===== config.mk =====
export PLATFORM = sky130hd
export DESIGN_NAME = isu_mac
export DESIGN_NICKNAME = d
export VERILOG_FILES = /design/src/design/indexed_stencil_update_assert.svh /design/src/design/isu_pkg.sv /design/src/design/isu_mac.sv
export SDC_FILE = /design/constraint.sdc
export NUM_CORES = 2
export LEC_CHECK = 0
export BUFFER_PORTS_ARGS = -buffer_cell sky130_fd_sc_hd__buf_2
export CAP_MARGIN = 20
export CORE_MARGIN = 2
export CORE_UTILIZATION = 67
export CTS_BUF_LIST = sky130_fd_sc_hd__clkbuf_16
export CTS_CLUSTER_DIAMETER = 30
export DETAILED_ROUTE_END_ITERATION = 10
export PLACE_DENSITY = 0.85
export SYNTH_ARGS = -nofsm -noshare
export SYNTH_HDL_FRONTEND = slang
export SYNTH_SLANG_ARGS = --single-unit

===== constraint.sdc =====
create_clock -name clk -period 25.2 [get_ports clk]
set_input_delay 5.04 -clock clk [delete_from_list [all_inputs] [get_ports clk]]
set_output_delay 5.04 -clock clk [all_outputs]
set_load 0.005 [all_outputs]

===== src/design/indexed_stencil_update_assert.svh =====
// assertion macros for the indexed stencil update block
// expects clk and rst_n in the scope of each use
`ifndef INDEXED_STENCIL_UPDATE_ASSERT_SVH
`define INDEXED_STENCIL_UPDATE_ASSERT_SVH
`ifndef NO_ASSERTIONS
`define ISU_ASSERT(lbl, prop, msg) \
  lbl: assert property (@(posedge clk) disable iff (!rst_n) prop) else $error(msg);
`define ISU_ASSERT_NEXT(lbl, ante, cons, msg) \
  lbl: assert property (@(posedge clk) disable iff (!rst_n) (ante) |=> (cons)) else $error(msg);
`else
`define ISU_ASSERT(lbl, prop, msg)
`define ISU_ASSERT_NEXT(lbl, ante, cons, msg)
`endif
`endif


===== src/design/isu_pkg.sv =====
// shared constants, types and helpers for the indexed stencil update block
// no dependencies
`default_nettype none
package isu_pkg;
  localparam int DATA_W  = 32;
  localparam int KIND_W  = 3;
  localparam int ADDR_W  = 15;
  localparam int STAT_W  = 2;
  localparam int CFG_W   = 6;
  localparam int CFG_AW  = 4;
  localparam int PDATA_W = 32;
  localparam int SET_WORDS = 16;
  localparam int SET_SHIFT = 4;
  localparam int FRAC_SHIFT = 29;
  localparam int N_TERMS = 14;
  localparam int N_LANES = 3;

  localparam int DEF_MAX_POINTS = 32768;
  localparam int DEF_MAX_SETS   = 64;
  localparam int DEF_MAX_DIM    = 32;

  localparam logic [KIND_W-1:0] K_COEF_WR = 3'd0;
  localparam logic [KIND_W-1:0] K_SET_WR  = 3'd1;
  localparam logic [KIND_W-1:0] K_OLD_WR  = 3'd2;
  localparam logic [KIND_W-1:0] K_PREV_WR = 3'd3;
  localparam logic [KIND_W-1:0] K_UPDATE  = 3'd4;
  localparam logic [KIND_W-1:0] K_ROTATE  = 3'd5;
  localparam logic [KIND_W-1:0] K_READ    = 3'd6;

  localparam logic [STAT_W-1:0] ST_OK    = 2'd0;
  localparam logic [STAT_W-1:0] ST_RANGE = 2'd1;
  localparam logic [STAT_W-1:0] ST_SAT   = 2'd2;

  localparam logic [1:0] REG_GRID_X = 2'd0;
  localparam logic [1:0] REG_GRID_Y = 2'd1;
  localparam logic [1:0] REG_GRID_Z = 2'd2;

  localparam logic [3:0] C_OLD_CTR = 4'd7;
  localparam logic [3:0] C_GAIN    = 4'd8;
  localparam logic [3:0] C_OLD_BASE = 4'd8;

  typedef struct packed {
    logic       rd;
    logic [2:0] we_fld;
    logic       we_set;
  } fm_req_t;

  typedef struct packed {
    logic clr;
    logic term;
    logic sub;
    logic sat1;
    logic dsel;
  } mac_ctl_t;

  // coefficient word for neighbor j, previous-field term or older-field term
  function automatic logic [3:0] coef_idx(input logic [2:0] j, input logic older);
    logic [3:0] r;
    if (!older) r = {1'b0, j};
    else if (j == 3'd0) r = C_OLD_CTR;
    else r = 4'(C_OLD_BASE + {1'b0, j});
    return r;
  endfunction
endpackage
`default_nettype wire


===== src/design/isu_mac.sv =====
// multiply-accumulate path: truncated products, 64-bit sum, two saturations
// depends on isu_pkg
`default_nettype none
module isu_mac (
  input  wire logic                            clk,
  input  wire logic                            rst_n,
  input  wire isu_pkg::mac_ctl_t               ctl,
  input  wire logic signed [isu_pkg::DATA_W-1:0] opnd,
  input  wire logic signed [isu_pkg::DATA_W-1:0] coef,
  output logic signed [isu_pkg::DATA_W-1:0]      res,
  output logic                                 clip
);
  import isu_pkg::*;
  localparam logic signed [63:0] SMAX = 64'sd2147483647;
  localparam logic signed [63:0] SMIN = -64'sd2147483648;

  logic signed [DATA_W-1:0] mul_a, d_r;
  logic signed [63:0]       prod_nxt, prod_r, acc_r, shp;
  logic                     tv_r, sub_r, clip_r, clip_d, clip_f;
  logic signed [DATA_W-1:0] d_nxt;

  assign mul_a    = ctl.dsel ? d_r : opnd;
  assign prod_nxt = mul_a * coef;
  assign shp      = prod_r >>> FRAC_SHIFT;

  always_comb begin
    clip_d = 1'b1;
    if (acc_r > SMAX) d_nxt = DATA_W'(SMAX);
    else if (acc_r < SMIN) d_nxt = DATA_W'(SMIN);
    else begin
      d_nxt  = DATA_W'(acc_r);
      clip_d = 1'b0;
    end
    clip_f = 1'b1;
    if (shp > SMAX) res = DATA_W'(SMAX);
    else if (shp < SMIN) res = DATA_W'(SMIN);
    else begin
      res    = DATA_W'(shp);
      clip_f = 1'b0;
    end
  end

  always_ff @(posedge clk) begin
    if (!rst_n) begin
      tv_r   <= 1'b0;
      clip_r <= 1'b0;
    end else begin
      tv_r <= ctl.term;
      if (ctl.clr) clip_r <= 1'b0;
      else if (ctl.sat1) clip_r <= clip_d;
    end
  end

  always_ff @(posedge clk) begin
    if (ctl.term || ctl.dsel) prod_r <= prod_nxt;
    if (ctl.term) sub_r <= ctl.sub;
    if (ctl.clr) acc_r <= '0;
    else if (tv_r) acc_r <= sub_r ? acc_r - shp : acc_r + shp;
    if (ctl.sat1) d_r <= d_nxt;
  end

  assign clip = clip_r | clip_f;
endmodule
`default_nettype wire


==> reports/qor.yml <==
drive_gt1_share_pct: 4.939
drc: 0
ys_ff_latch: 134
gp_congestion: 0.9371
dp_hpwl_um: 92880
cts_made_buffers: 17
seq_area_frac_synth_pct: 7.395
clk-insertion-delay-late_ps: 440
cts_root_buf: "clkbuf_16"
clkTransAtPathRegs_ps: 70
nFillCells: 4902
synthCells: 4929
synth_area_mm2: 0.04548
initial_core_util_pct: 67.72
fin_tns_setup_ps: 0
syn_to_final_growth_pct: 3.106
syn_nets: 6327
core_region_area_mm2: 0.06716
rows: 95
cts_resized: 0
die_h_um: 264.5
crit_arrival_ps: 14140
htreeDepth: 4
drt_iter0_drc: 2577
yosysWarnings: 0
rsz0062_at_grt: "false"
grt-ovfl-total: 0
postCtsHoldBufs: 0
hold_slack_ps: 502.6
slew-limit-headroom_pct: 31.99
setup_viol: 0
finalHoldViolCount: 0
worstSetupStartpointType: "primary input"
io-pin-count: 104
placed_area_mm2: 0.04627
fp.dieW_um: 264.5
clock_skew_ps: 8.992
finalMaxSlewViolations: 0
period_share_pct: 55.33
min-delay-path-class: "reg2reg"
postCtsSetupRepairBufs: 0
cts.sinks: 134
grt_pass1_vias: 38120
firstDrtPassIters: 5
critical_path_class: "in2reg"
drt-wirelength-per-cell_um: 20.54
status: "finished clean"
grt_max_degree: 64
antenna_found_initial: 11
dr_total_vias: 34340
reg2reg_slack_ps: 16190
clockBufferDepth: 2
grt_pass1_wl_um: 193200
slowest_delay_ps: 850
fmax_mhz: 71.72
cap_violations: 0
synth_edf_count: 68
fin_crit_ps: 13940
synth_ff_type: "edfxtp_1"
crit_path_frequent_cell: "fa_1"
tightest_slew_ps: 1016
wirelength_um: 117000
critical_path_required_ps: 25390
track_usage_pct: 35.05
ant_nets: 0
design_area_mm2: 0.04689
syn_avg_cell_area_um2: 9.227
cp_slowest_cell: "fa_1"
nNetsFinal: 6204
critPathCaptureType: "flip-flop"
final_util_pct: 69.83
async_flop_share_pct: 0
ys_types: 87
portBuffers: 103
vias_per_cell: 6.030
cts_tree: "yes"
path_max_fanout: 34
dieArea_mm2: 0.06998
cells in the mapped netlist (6+ instances only):
| library cell | count | area (um2) |
|---|---|---|
| o21ai_1 | 8 | 40.04 |
| nand4_1 | 38 | 237.7 |
| xnor2_1 | 98 | 858.3 |
| nand2_1 | 639 | 2399 |
| a31oi_1 | 19 | 118.9 |
| a21oi_1 | 163 | 815.8 |
| inv_1 | 994 | 3731 |
| a211oi_1 | 11 | 82.58 |
| a21o_1 | 95 | 713.2 |
| o21a_1 | 19 | 142.6 |
| nor3_1 | 33 | 165.2 |
| or3_1 | 7 | 43.79 |
| mux2i_1 | 46 | 460.4 |
| a31o_2 | 6 | 52.55 |
| clkbuf_1 | 261 | 979.7 |
| or2_2 | 13 | 81.33 |
| o211ai_1 | 7 | 52.55 |
| nand3_1 | 36 | 180.2 |
| ha_1 | 245 | 3065 |
| dfxtp_1 | 66 | 1321 |
| and3_1 | 20 | 125.1 |
| o21ai_0 | 62 | 310.3 |
| mux2_2 | 31 | 349.1 |
| nor2_1 | 147 | 551.8 |
| nor2b_1 | 15 | 93.84 |
| xor2_1 | 25 | 219.0 |
| and2_1 | 514 | 3216 |
| nor4_1 | 18 | 112.6 |
| edfxtp_1 | 68 | 2042 |
| o21bai_1 | 17 | 127.6 |
| fa_1 | 1082 | 21660 |
| a221oi_1 | 6 | 52.55 |
| nand2b_1 | 14 | 87.58 |
worst max-delay path: cells and delay by family:
kind / cells / cell delay (ps)
buffers and inverters: 9 / 1700
xor gates and xnor gates: 1 / 90
AOI/OAI and AO/OA: 9 / 1590
and+or+nand+nor: 1 / 290
adders and majority gates: 9 / 4600
muxes: 1 / 760
layout make-up:
cell class                      count  area, um2  share of cell area [%]
Inverter                          997       3742                   7.980
Antenna cell                        3      7.507                 0.01601
Timing Repair Buffer              124      713.2                   1.521
Sequential cell                   134       3364                   7.175
Clock buffer                       17      425.4                  0.9072
Multi-Input combinational cell   3532      37380                   79.72
Clock inverter                     15      165.2                  0.3522
Tap cell                          873       1092                   2.329
per-stage QoR:
| step | worst slack [ps] | std cells |
|---|---|---|
| after detailed placement | 10920 | 5659 |
| after global placement | 11090 | 5658 |
| after floorplan | 11900 | 4929 |
| after global routing | 10750 | 5694 |
| after CTS | 11350 | 5691 |
| final | 11260 | 5695 |
metal layers:
layer	vias up	wire [um]	global-route usage (%)	part of all wire, %
met3	443	8331	4.598	7.1
met2	1607	60120	61.81	51
li1	14640	-	-	-
met1	17640	41920	42.42	36
met4	10	6508	17.83	5.6
met5	-	75	0	0.064
registers in the layout, indices dropped and copies added (netlist names):
name	count
tv_r	1
d_r	32
acc_r	64
prod_r	35
clip_r	1
sub_r	1
cells by family (layout without fill, tap and decap cells):
family	after synthesis	in the layout	share of synthesized area, %
xor+xnor	123	123	2.369
fa+ha+maj	1327	1327	54.37
simple gates	1525	1525	16.69
other cells	0	3	0
buf+inv	1263	1153	10.44
mux	79	79	1.838
flops	134	134	7.395
compound gates	478	478	6.902
final timing paths:
kind                                 from    endpoint  depth (start not counted)
worst max register to register    d_r[31]  prod_r[63]                         28
worst min register to register  acc_r[26]   acc_r[26]                          2
worst min-delay path            acc_r[26]   acc_r[26]                          2
worst max-delay path               ctl[0]  prod_r[63]                         30
cells in the final DEF, fill, tap and decap left out, types with 38 or more instances in the layout:
cell type	count
and2_1	514
mux2i_1	46
dfxtp_1	65
nand4_1	38
ha_1	245
buf_2	103
a21o_1	95
xnor2_1	98
o21ai_0	62
nor2_1	147
edfxtp_1	68
a21oi_1	162
nand2_1	639
fa_1	1082
inv_1	994
Power is left out: the tool's default activity adds up to more than one toggle a clock period on the data nets, which glitch-free logic cannot reach.
