==> src/design/indexed_stencil_update_assert.svh <==
// assertion macros for the indexed stencil update block
// expects clk and rst_n in the scope of each use
`ifndef INDEXED_STENCIL_UPDATE_ASSERT_SVH
`define INDEXED_STENCIL_UPDATE_ASSERT_SVH
`ifndef NO_ASSERTIONS
`define ISU_ASSERT(lbl, prop, msg) \
  lbl: assert property (@(posedge clk) disable iff (!rst_n) prop) else $error(msg);
`define ISU_ASSERT_NEXT(lbl, ante, cons, msg) \
  lbl: assert property (@(posedge clk) disable iff (!rst_n) (ante) |=> (cons)) else $error(msg);
`else
`define ISU_ASSERT(lbl, prop, msg)
`define ISU_ASSERT_NEXT(lbl, ante, cons, msg)
`endif
`endif

==> src/design/isu_pkg.sv <==
// shared constants, types and helpers for the indexed stencil update block
// no dependencies
`default_nettype none
package isu_pkg;
  localparam int DATA_W  = 32;
  localparam int KIND_W  = 3;
  localparam int ADDR_W  = 15;
  localparam int STAT_W  = 2;
  localparam int CFG_W   = 6;
  localparam int CFG_AW  = 4;
  localparam int PDATA_W = 32;
  localparam int SET_WORDS = 16;
  localparam int SET_SHIFT = 4;
  localparam int FRAC_SHIFT = 29;
  localparam int N_TERMS = 14;
  localparam int N_LANES = 3;

  localparam int DEF_MAX_POINTS = 32768;
  localparam int DEF_MAX_SETS   = 64;
  localparam int DEF_MAX_DIM    = 32;

  localparam logic [KIND_W-1:0] K_COEF_WR = 3'd0;
  localparam logic [KIND_W-1:0] K_SET_WR  = 3'd1;
  localparam logic [KIND_W-1:0] K_OLD_WR  = 3'd2;
  localparam logic [KIND_W-1:0] K_PREV_WR = 3'd3;
  localparam logic [KIND_W-1:0] K_UPDATE  = 3'd4;
  localparam logic [KIND_W-1:0] K_ROTATE  = 3'd5;
  localparam logic [KIND_W-1:0] K_READ    = 3'd6;

  localparam logic [STAT_W-1:0] ST_OK    = 2'd0;
  localparam logic [STAT_W-1:0] ST_RANGE = 2'd1;
  localparam logic [STAT_W-1:0] ST_SAT   = 2'd2;

  localparam logic [1:0] REG_GRID_X = 2'd0;
  localparam logic [1:0] REG_GRID_Y = 2'd1;
  localparam logic [1:0] REG_GRID_Z = 2'd2;

  localparam logic [3:0] C_OLD_CTR = 4'd7;
  localparam logic [3:0] C_GAIN    = 4'd8;
  localparam logic [3:0] C_OLD_BASE = 4'd8;

  typedef struct packed {
    logic       rd;
    logic [2:0] we_fld;
    logic       we_set;
  } fm_req_t;

  typedef struct packed {
    logic clr;
    logic term;
    logic sub;
    logic sat1;
    logic dsel;
  } mac_ctl_t;

  // coefficient word for neighbor j, previous-field term or older-field term
  function automatic logic [3:0] coef_idx(input logic [2:0] j, input logic older);
    logic [3:0] r;
    if (!older) r = {1'b0, j};
    else if (j == 3'd0) r = C_OLD_CTR;
    else r = 4'(C_OLD_BASE + {1'b0, j});
    return r;
  endfunction
endpackage
`default_nettype wire

==> src/design/isu_div.sv <==
// iterative restoring divider, one quotient bit per cycle
// depends on isu_pkg
`default_nettype none
module isu_div #(
  parameter int N = 15,
  parameter int D = 6
) (
  input  wire logic         clk,
  input  wire logic         rst_n,
  input  wire logic         start,
  input  wire logic [N-1:0] dividend,
  input  wire logic [D-1:0] divisor,
  output logic              done,
  output logic [N-1:0]      quot,
  output logic [D-1:0]      rem
);
  import isu_pkg::*;
  localparam int CW = $clog2(N + 1);

  logic [CW-1:0] cnt_r;
  logic          busy_r, done_r;
  logic [N-1:0]  quo_r;
  logic [D-1:0]  rem_r, dvs_r;
  logic [D:0]    trial, diff;
  logic          ge;

  assign trial = {rem_r, quo_r[N-1]};
  assign ge    = trial >= {1'b0, dvs_r};
  assign diff  = trial - {1'b0, dvs_r};

  always_ff @(posedge clk) begin
    if (!rst_n) begin
      busy_r <= 1'b0;
      done_r <= 1'b0;
      cnt_r  <= '0;
    end else begin
      done_r <= 1'b0;
      if (start) begin
        busy_r <= 1'b1;
        cnt_r  <= '0;
      end else if (busy_r) begin
        cnt_r <= cnt_r + 1'b1;
        if (cnt_r == CW'(N - 1)) begin
          busy_r <= 1'b0;
          done_r <= 1'b1;
        end
      end
    end
  end

  always_ff @(posedge clk) begin
    if (start) begin
      quo_r <= dividend;
      rem_r <= '0;
      dvs_r <= divisor;
    end else if (busy_r) begin
      quo_r <= {quo_r[N-2:0], ge};
      rem_r <= ge ? diff[D-1:0] : trial[D-1:0];
    end
  end

  assign done = done_r;
  assign quot = quo_r;
  assign rem  = rem_r;
endmodule
`default_nettype wire

==> config.mk <==
export PLATFORM = sky130hd
export DESIGN_NAME = isu_div
export DESIGN_NICKNAME = d
export VERILOG_FILES = /design/src/design/indexed_stencil_update_assert.svh /design/src/design/isu_pkg.sv /design/src/design/isu_div.sv
export SDC_FILE = /design/constraint.sdc
export NUM_CORES = 1
export LEC_CHECK = 0
export ABC_AREA = 1
export BUFFER_PORTS_ARGS = -buffer_cell sky130_fd_sc_hd__buf_2
export CAP_MARGIN = 30
export CORE_AREA = 2 2 65 67
export DETAILED_ROUTE_END_ITERATION = 16
export DIE_AREA = 0 0 67 69
export PLACE_DENSITY_LB_ADDON = 0.1
export SYNTH_ARGS = -nofsm -noshare
export SYNTH_HDL_FRONTEND = slang
export SYNTH_SLANG_ARGS = --single-unit
==> constraint.sdc <==
create_clock -name clk -period 1.8 [get_ports clk]
set_clock_uncertainty 0.2 [all_clocks]
set_input_delay 0.27 -clock clk [delete_from_list [all_inputs] [get_ports clk]]
set_output_delay 0.27 -clock clk [all_outputs]
set_load 0.03 [all_outputs]
==> results.ini, run 1 <==
[logic_synthesis]
synth_cells=199
ys_warn_count=0
synth_top_cell_by_area=edfxtp_1
avgSynthCellArea_sq_um=8.86
syn_nets=233
ys_top_cells_by_area=edfxtp_1 (36%), nand2_1 (16%), dfxtp_1 (14%), ha_1 (6.4%), inv_1 (4.9%)
synth_top_cell_area_share_pct=35.8
synth-seq-cells=33
synth_edf_count=21
synth.cell_area_sq_um=1760
yosysUniqueCellTypes=31
synthArstFlopShare_pct=0
ys.flop_type=edfxtp_1
yosysSeqAreaShare_pct=49.4

[drt]
first_iter_violations=59
drc=0
wl_met3_um=165
wl_per_cell_um=12.0
routed_wl_mm=3.82
drt_pre_antenna_iters=4
ant_nets=0
met2WireLength_mm=1.97
via_per_inst=4.70
highest_layer=met4
vias=1495
wl_met1_mm=1.66

[die]
io_pins=46
core_sq_um=3910
rows=23
die-area_sq_um=4620
start_util_pct=45.0
fp.dieW_um=67
die_height_um=69

[global_route]
grt_pass1_wl_mm=6.27
grt_pass1_vias=1374
track_usage_pct=17.8
overflow=0
grt_antenna_before_repair=0
grt_max_degree=15

[timing]
setup_ws_ps=15.1
period_minus_slack_ps=1780
max_freq_ghz=0.560
hold_viol=0
max-slew-margin-rel_pct=82.7
rsz0062_at_grt=yes
fin_crit_sh_pct=99.2
setup_viol=0
tightest_slew_ps=258
final_max_slew_viol_count=0

[final_layout]
fin_nets=301
fillers=364
drive_gt1_share_pct=32.1
seq_area_sq_um=872
syn2layout_area_growth_pct=35.2
multi_input_area_sq_um=841
design_area_sq_um=2380
num_antenna_cells=0

[critical_path]
cp_slowest_cell=edfxtp_1
rrSetupSlack_ps=20
critPathMaxStageDelay_ps=430
path_cells=ha_4 > fa_2 > nand3b_1 > nand3_1 > nand2_1 > nand2_1 > nand2_1 > nand3_1 > nand2_1
critPathMaxFanout=2
cpMostUsedCell=nand2_1
cp-start-kind=register
worstSetupPathType=reg2reg
cp.arrival_ps=1760
worstSetupEndpointType=register
required_ps=1780

[power]
leakage_nw=1.18
power_density_nw_per_um2=921
ir_drop_uv=612

[cts]
cts_tree=done
cts_root_buffer=clkbuf_8
cts_sinks=33
clkSlewWorstSetupHoldPaths_ps=70
clock_latency_ps=280
htreeDepth=2
cts_inserted_buffers=5
clk_path_buf_depth=2

[placed_design]
postPlaceCellArea_sq_um=2160
place_congestion=0.772
port_buffers=45
place_hpwl_mm=2.84
pre_cts_slack_ps=-6.47

[status]
outcome=complete, no violations

[flow_run]
maxCapViolations=0

[worst_hold_path]
hold_class=in2reg

layout by cell type (no fill, tap or decap), types with 2 or more instances in the layout:
cell type       n
nor3_1          3
nor2_1          8
ha_4            3
inv_2           3
nand2_1        74
buf_12          2
nand2_4         2
nand4_1         2
buf_2          45
clkbuf_8        5
a21oi_1         3
inv_1          21
nor2_4          2
edfxtp_1       21
ha_1            6
clkinv_1        2
dfxtp_1        11
buf_4          11
nand2_2         4
dlygate4sd3_1   6
a21oi_4         2
nand3b_1        4
nand3_1        14
stage by stage:
stage	power, mW	utilization, %	setup TNS, ps	instances	hold WS [ps]
after floorplan	1.32	-	-137	199	169
after global placement	1.49	55.2	-1.20	302	249
after detailed placement	1.50	55.2	-6.47	302	249
after CTS	2.20	60.0	0	317	48.3
after global routing	2.31	60.9	-143	318	52.7
final	2.20	60.9	0	318	54.5
sequential cells by signal, indices dropped and copies added, names as in the netlist:
name	cells
rem	6
quot	15
busy_r	1
cnt_r	4
dvs_r	6
done	1
synthesized netlist by cell type (2+ instances only):
master / number
a21oi_1: 3
dfxtp_1: 12
edfxtp_1: 21
ha_1: 9
inv_1: 23
nand2_1: 75
nand2_2: 3
nand2_4: 3
nand3_1: 14
nand3b_1: 4
nand4_1: 2
nor2_1: 8
nor2_4: 2
nor3_1: 3
power breakdown:
group          switching [mW]  total, mW  internal [mW]
clock network           0.269      0.678          0.409
registers              0.0430      0.923          0.880
logic                   0.364      0.595          0.231
path summary, 6_finish.rpt:
check                start      to  cells after the start
setup reg to reg  dvs_r[0]  rem[4]                      9
hold reg to reg     rem[5]  rem[5]                      2
setup / recovery  dvs_r[0]  rem[4]                      9
hold / removal       rst_n  busy_r                      2
layer usage:
layer | GRT usage (%) | up-vias
li1 | - | 778
met1 | 21.7 | 683
met2 | 30.1 | 32
met3 | 4.89 | 2
met4 | 4.76 | 0
met5 | 0 | -
layout make-up:
class / count / share of cell area, %
clock inverters: 2 / 1.42
clock buffers: 6 / 3.04
multi-input cells: 138 / 35.3
repair buffers: 64 / 17.1
flip-flops and latches: 33 / 36.6
well taps: 50 / 2.62
inverters: 25 / 3.94
worst max-delay path, delay by kind of cell (launching register included):
kind	cells	cell delay, ps
adders and majority gates	2	530
and+or+nand+nor	7	520
DFF	1	430
cell families after synthesis:
| kind of cell | after synthesis | share of synthesized area (%) |
|---|---|---|
| and+or+nand+nor | 118 | 32.2 |
| DFF | 33 | 49.4 |
| buffers and inverters | 28 | 6.24 |
| adders and majority gates | 10 | 7.52 |
| AOI/OAI and AO/OA | 8 | 3.62 |
| xor gates and xnor gates | 2 | 0.994 |
what timing repair did:
action,CTS,global route
setup buffers,1,1
pin swaps,1,4
hold buffers,6,0
setup endpoints to repair,2,7
resized for setup,1,5
endpoints found under the hold margin,6,0
Note: power is estimated with default switching activity, not from simulation.
==> run 2, diff against run 1 <==
- CORE_AREA: 2 2 65 67 -> 2 2 63 65
- CTS_BUF_LIST: not set -> sky130_fd_sc_hd__clkbuf_8
- DIE_AREA: 0 0 67 69 -> 0 0 65 67
- HOLD_SLACK_MARGIN: not set -> 0.06
==> results.ini, run 2 (synthesis results as in run 1) <==
[drt]
routed_wl_mm=3.85  ; +0.84%
first_iter_violations=82  ; +39%
drc=0  ; unchanged
wl_per_cell_um=11.7  ; -2.2%
ant_nets=0  ; unchanged
vias=1539  ; +2.9%
via_per_inst=4.69  ; -0.20%
drt_pre_antenna_iters=4  ; unchanged

[worst_hold_path]
hold_class=in2reg
min_to=quot[13]
hold_path_startpoint=dividend[13]
hold_depth=3  ; +1

[final_layout]
fin_nets=313  ; +4.0%
design_area_sq_um=2470  ; +3.8%
final_util_pct=68.6  ; +7.7 points
syn2layout_area_growth_pct=40.3
layout_common_cells=nand2_1 (74), buf_2 (45), inv_1 (22)
largest_reg_flops=15  ; unchanged
multi_input_area_sq_um=833  ; -0.89%
fillers=312  ; -14%
num_antenna_cells=0  ; unchanged
layout_commonest_cell=nand2_1
drive_gt1_share_pct=30.7  ; -1.4 points
seq_area_sq_um=872  ; unchanged

[timing]
max-slew-margin-rel_pct=59.8  ; -23 points
tightest_slew_ps=602  ; +345 ps
period_minus_slack_ps=1820  ; +39.5 ps
finalSetupTns_ps=-42.1  ; -42.1 ps
setup_viol=3  ; +3
hold_viol=0  ; unchanged
rsz0062_at_grt=yes
max_freq_ghz=0.548  ; -2.2%
setup_ws_ps=-24.4  ; -39.5 ps
hold_ws_ps=77.1  ; +22.6 ps
fin_crit_sh_pct=101  ; +2.2 points
final_max_slew_viol_count=0  ; unchanged

[power]
power.share.combinational_pct=27.3  ; +0.2 points
power_frac_clock_pct=30.8  ; about the same
sequentialPowerShare_pct=41.9  ; about the same
switchingPower_uw=683  ; +1.0%
power_density_nw_per_um2=890  ; -3.3%
p_int_mw=1.52  ; about the same
switching_share_pct=31.0  ; +0.22 points
ir_drop_uv=578  ; -5.4%
leakage_nw=1.23  ; +4.4%

[placed_design]
port_buffers=45  ; unchanged
pre_cts_slack_ps=12.9  ; +19.4 ps
postPlaceCellArea_sq_um=2120  ; -2.0%
place_congestion=0.818  ; +6.0%
place_hpwl_mm=2.72  ; -4.3%

[die]
core_sq_um=3610  ; -7.9%
io_pins=46  ; unchanged
die_height_um=67  ; -2.9%
fp.dieW_um=65  ; -3.0%
start_util_pct=48.9  ; +3.8 points
die-area_sq_um=4360  ; -5.8%
rows=22  ; -4.3%

[cts]
clkSlewWorstSetupHoldPaths_ps=70  ; about the same
cts_inserted_buffers=5  ; unchanged
cts_root_buffer=clkbuf_8
cts_tree=done
clock_latency_ps=290  ; about the same
cts_sinks=33  ; unchanged
htreeDepth=2  ; unchanged
clk_path_buf_depth=2  ; unchanged

[global_route]
grt_antenna_before_repair=0  ; unchanged
overflow=0  ; unchanged
track_usage_pct=20.1  ; +2.3 points
grt_max_degree=19  ; +4
grt_pass1_vias=1458  ; +6.1%
grt_pass1_wl_mm=6.50  ; +3.7%

[critical_path]
worstSetupPathType=reg2reg
rr_startpoint=quot[14]
rrSetupSlack_ps=-20  ; -40 ps
r2r-end=quot[0]
cp.arrival_ps=1660  ; -100 ps
critPathMaxFanout=7  ; +5
ff2ff_path_depth=6  ; -3
cp-start-kind=register
required_ps=1630  ; -150 ps
worstSetupEndpointType=register

[status]
outcome=finished with violations
violations=setup timing

[flow_run]
maxCapViolations=0  ; unchanged

[run 2: routing by layer]
| metal | global-route usage [%] | vias up | share of wire (%) |
|---|---|---|---|
| met5 | 0 | - | 0 |
| met4 | 10.4 | 0 | 1.9 |
| met3 | 4.05 | 7 | 4.4 |
| met2 | 33.5 | 46 | 49 |
| met1 | 24.5 | 685 | 45 |
| li1 | - | 801 | - |
[run 2: through the flow]
step | instances | power, mW
2_1_floorplan | 199 | 1.32
3_3_place_gp | 298 | 1.48
3_5_place_dp | 298 | 1.48
4_1_cts | 326 | 2.18
5_1_grt | 328 | 2.31
6_report | 328 | 2.20
[run 2: layout make-up]
type | instances | area share (%)
tap | 48 | 2.43
clock buffer | 5 | 2.78
timing repair buffer | 76 | 20.5
inverter | 25 | 3.79
sequential | 33 | 35.3
clock inverter | 3 | 1.52
multi-input combinational | 138 | 33.7
[run 2: timing repair]
item | 4_1_cts | 5_1_grt
hold buffers | 20 | 0
buffers inserted | 0 | 2
setup endpoints to repair | 1 | 7
gates resized for setup | 0 | 6
pin swaps | 1 | 4
hold endpoints to repair | 21 | 0
[run 2: worst max path at each step]
stage,startpoint,endpoint,slack (ps)
after floorplan,quot[14],rem[4],-110
after global placement,dvs_r[0],rem[4],40
after detailed placement,dvs_r[0],rem[4],10
after CTS,dvs_r[0],rem[4],3
after global routing,dvs_r[0],rem[4],-100
final,quot[14],quot[0],-20
[run 2: power groups by stage]
stage / clock network [mW] / logic [mW] / registers, mW
after floorplan: 0 / 0.293 / 1.03
after global placement: 0 / 0.543 / 0.935
after detailed placement: 0 / 0.548 / 0.933
after CTS: 0.684 / 0.580 / 0.920
after global routing: 0.725 / 0.659 / 0.930
final: 0.678 / 0.601 / 0.922
[run 2: critical path, cell delays in order, from the launching register on]
cell      delay (ps)
edfxtp_1         420
inv_2            130
ha_1             270
nand2_2          120
nor2_8            60
a21oi_4          250
a31oi_1          130
==> run 3, diff against run 2 <==
- CORE_AREA: 2 2 63 65 -> 2 2 65 67
- CTS_BUF_LIST: sky130_fd_sc_hd__clkbuf_8 -> not set
- DIE_AREA: 0 0 65 67 -> 0 0 67 69
==> results.ini, run 3 (synthesis results as in run 1) <==
[status]
outcome=complete, no violations

[final_layout]
design_area_sq_um=2490  ; +0.51%
drive_gt1_share_pct=30.7  ; unchanged
num_antenna_cells=0  ; unchanged
seq_area_sq_um=872  ; unchanged
layout_commonest_cell=nand2_1
largest_reg_flops=15  ; unchanged
stdcell_count=330  ; +0.61%
multi_input_area_sq_um=823  ; -1.2%
fillers=348  ; +12%
syn2layout_area_growth_pct=41.0
fin_nets=313  ; unchanged
layout_common_cells=nand2_1 (74), buf_2 (45), inv_1 (21), edfxtp_1 (21), dlygate4sd3_1 (18)

[critical_path]
worstSetupPathType=reg2reg
cp.arrival_ps=1610  ; -50 ps
critPathMaxFanout=7  ; unchanged
cp-start-kind=register
worstSetupEndpointType=register
required_ps=1620  ; about the same
ff2ff_path_depth=6  ; unchanged

[die]
rows=23  ; +4.5%
io_pins=46  ; unchanged
die-area_sq_um=4620  ; +6.2%
core_sq_um=3910  ; +8.5%
start_util_pct=45.0  ; -3.8 points
fp.dieW_um=67  ; +3.1%
die_height_um=69  ; +3.0%

[cts]
cts_sinks=33  ; unchanged
htreeDepth=2  ; unchanged
clk_path_buf_depth=2  ; unchanged
clkSlewWorstSetupHoldPaths_ps=70  ; about the same
clock_latency_ps=280  ; about the same
cts_tree=done
cts_inserted_buffers=5  ; unchanged
cts_root_buffer=clkbuf_8

[placed_design]
postPlaceCellArea_sq_um=2160  ; +2.0%
place_congestion=0.772  ; -5.7%
pre_cts_slack_ps=-6.47  ; -19.4 ps
dp_cells=302  ; +1.3%
port_buffers=45  ; unchanged
place_hpwl_mm=2.84  ; +4.5%

[flow_run]
maxCapViolations=0  ; unchanged

[global_route]
grt_antenna_before_repair=0  ; unchanged
grt_pass1_wl_mm=6.64  ; +2.2%
grt_max_degree=15  ; -4
overflow=0  ; unchanged
grt_pass1_vias=1456  ; -0.14%
track_usage_pct=18.9  ; -1.2 points

[drt]
routed_wl_mm=4.06  ; +5.3%
via_per_inst=4.66  ; -0.74%
vias=1537  ; -0.13%
drc=0  ; unchanged
first_iter_violations=59  ; -28%
wl_per_cell_um=12.3  ; +4.7%
met2WireLength_mm=2.12  ; +13%
ant_nets=0  ; unchanged
wl_met1_mm=1.72  ; -0.40%
wl_met3_um=193  ; +14%
drt_pre_antenna_iters=4  ; unchanged
highest_layer=met4

[timing]
rsz0062_at_grt=yes
final_max_slew_viol_count=0  ; unchanged
tightest_slew_ps=257  ; -345 ps
max-slew-margin-rel_pct=82.7  ; +23 points
fin_crit_sh_pct=99.7  ; -1.7 points
setup_viol=0  ; -3
hold_viol=0  ; unchanged
setup_ws_ps=6.05  ; +30.5 ps
period_minus_slack_ps=1790  ; -30.5 ps
max_freq_ghz=0.557  ; +1.7%

[worst_hold_path]
hold_class=in2reg
hold_depth=3  ; unchanged

[power]
power_density_nw_per_um2=889  ; -0.12%
leakage_nw=1.23  ; -0.38%
ir_drop_uv=621  ; +7.4%

## run 3: changes by cell type in the layout (fill, tap and decap cells not counted), sizes merged
cell	change
inv	-1
buf	+2
dlygate4sd3	-2
clkbuf	+1
## run 3: worst max-delay path: stages (launching register included)
cell and delay (ps):
edfxtp_1 400, inv_2 110, ha_1 260, nand2_2 140, nor2_8 60, a21oi_4 240
a31oi_1 120
## run 3: report_power, final
group	internal, mW	leakage [nW]	total [mW]	switching [mW]
Combinational	0.243	0.862	0.610	0.367
Sequential	0.880	0.311	0.922	0.0421
Clock	0.409	0.0528	0.679	0.270
Total	1.53	1.23	2.21	0.679
## run 3: worst paths after layout
check	to	slack, ps	startpoint
worst max register to register	quot[0]	6	quot[14]
worst min-delay path	quot[13]	70	dividend[13]
worst min register to register	rem[5]	290	rem[5]
worst max-delay path	quot[0]	6	quot[14]
## run 3: per-stage QoR
step           setup TNS (ps)  total power, mW  hold WS, ps  util, %
6_report                    0             2.21         72.3     63.5
5_1_grt                  -194             2.32         74.6     63.5
4_1_cts                     0             2.22         65.9     63.0
3_5_place_dp            -6.47             1.50          249     55.2
3_3_place_gp            -1.20             1.49          249     55.2
2_1_floorplan            -137             1.32          169        -
## run 3: cell type report
| type | count | area share [%] |
|---|---|---|
| Tap cell | 50 | 2.52 |
| Inverter | 25 | 3.77 |
| Timing Repair Buffer | 76 | 21.2 |
| Sequential cell | 33 | 35.1 |
| Multi-Input combinational cell | 138 | 33.1 |
| Clock inverter | 2 | 1.36 |
| Clock buffer | 6 | 2.92 |
## run 3: metal layers
| layer | global-route usage (%) | up-vias |
|---|---|---|
| met3 | 5.22 | 2 |
| met4 | 4.76 | 0 |
| met1 | 22.2 | 694 |
| li1 | - | 800 |
| met2 | 33.1 | 41 |
| met5 | 0 | - |
## run 3: repair_timing
action	4_1_cts	5_1_grt
hold buffers	18	0
endpoints found under the hold margin	19	0
buffers inserted	1	1
cloned	0	0
endpoints found under the setup margin	2	7
pin swaps	1	2
gates resized for setup	1	3
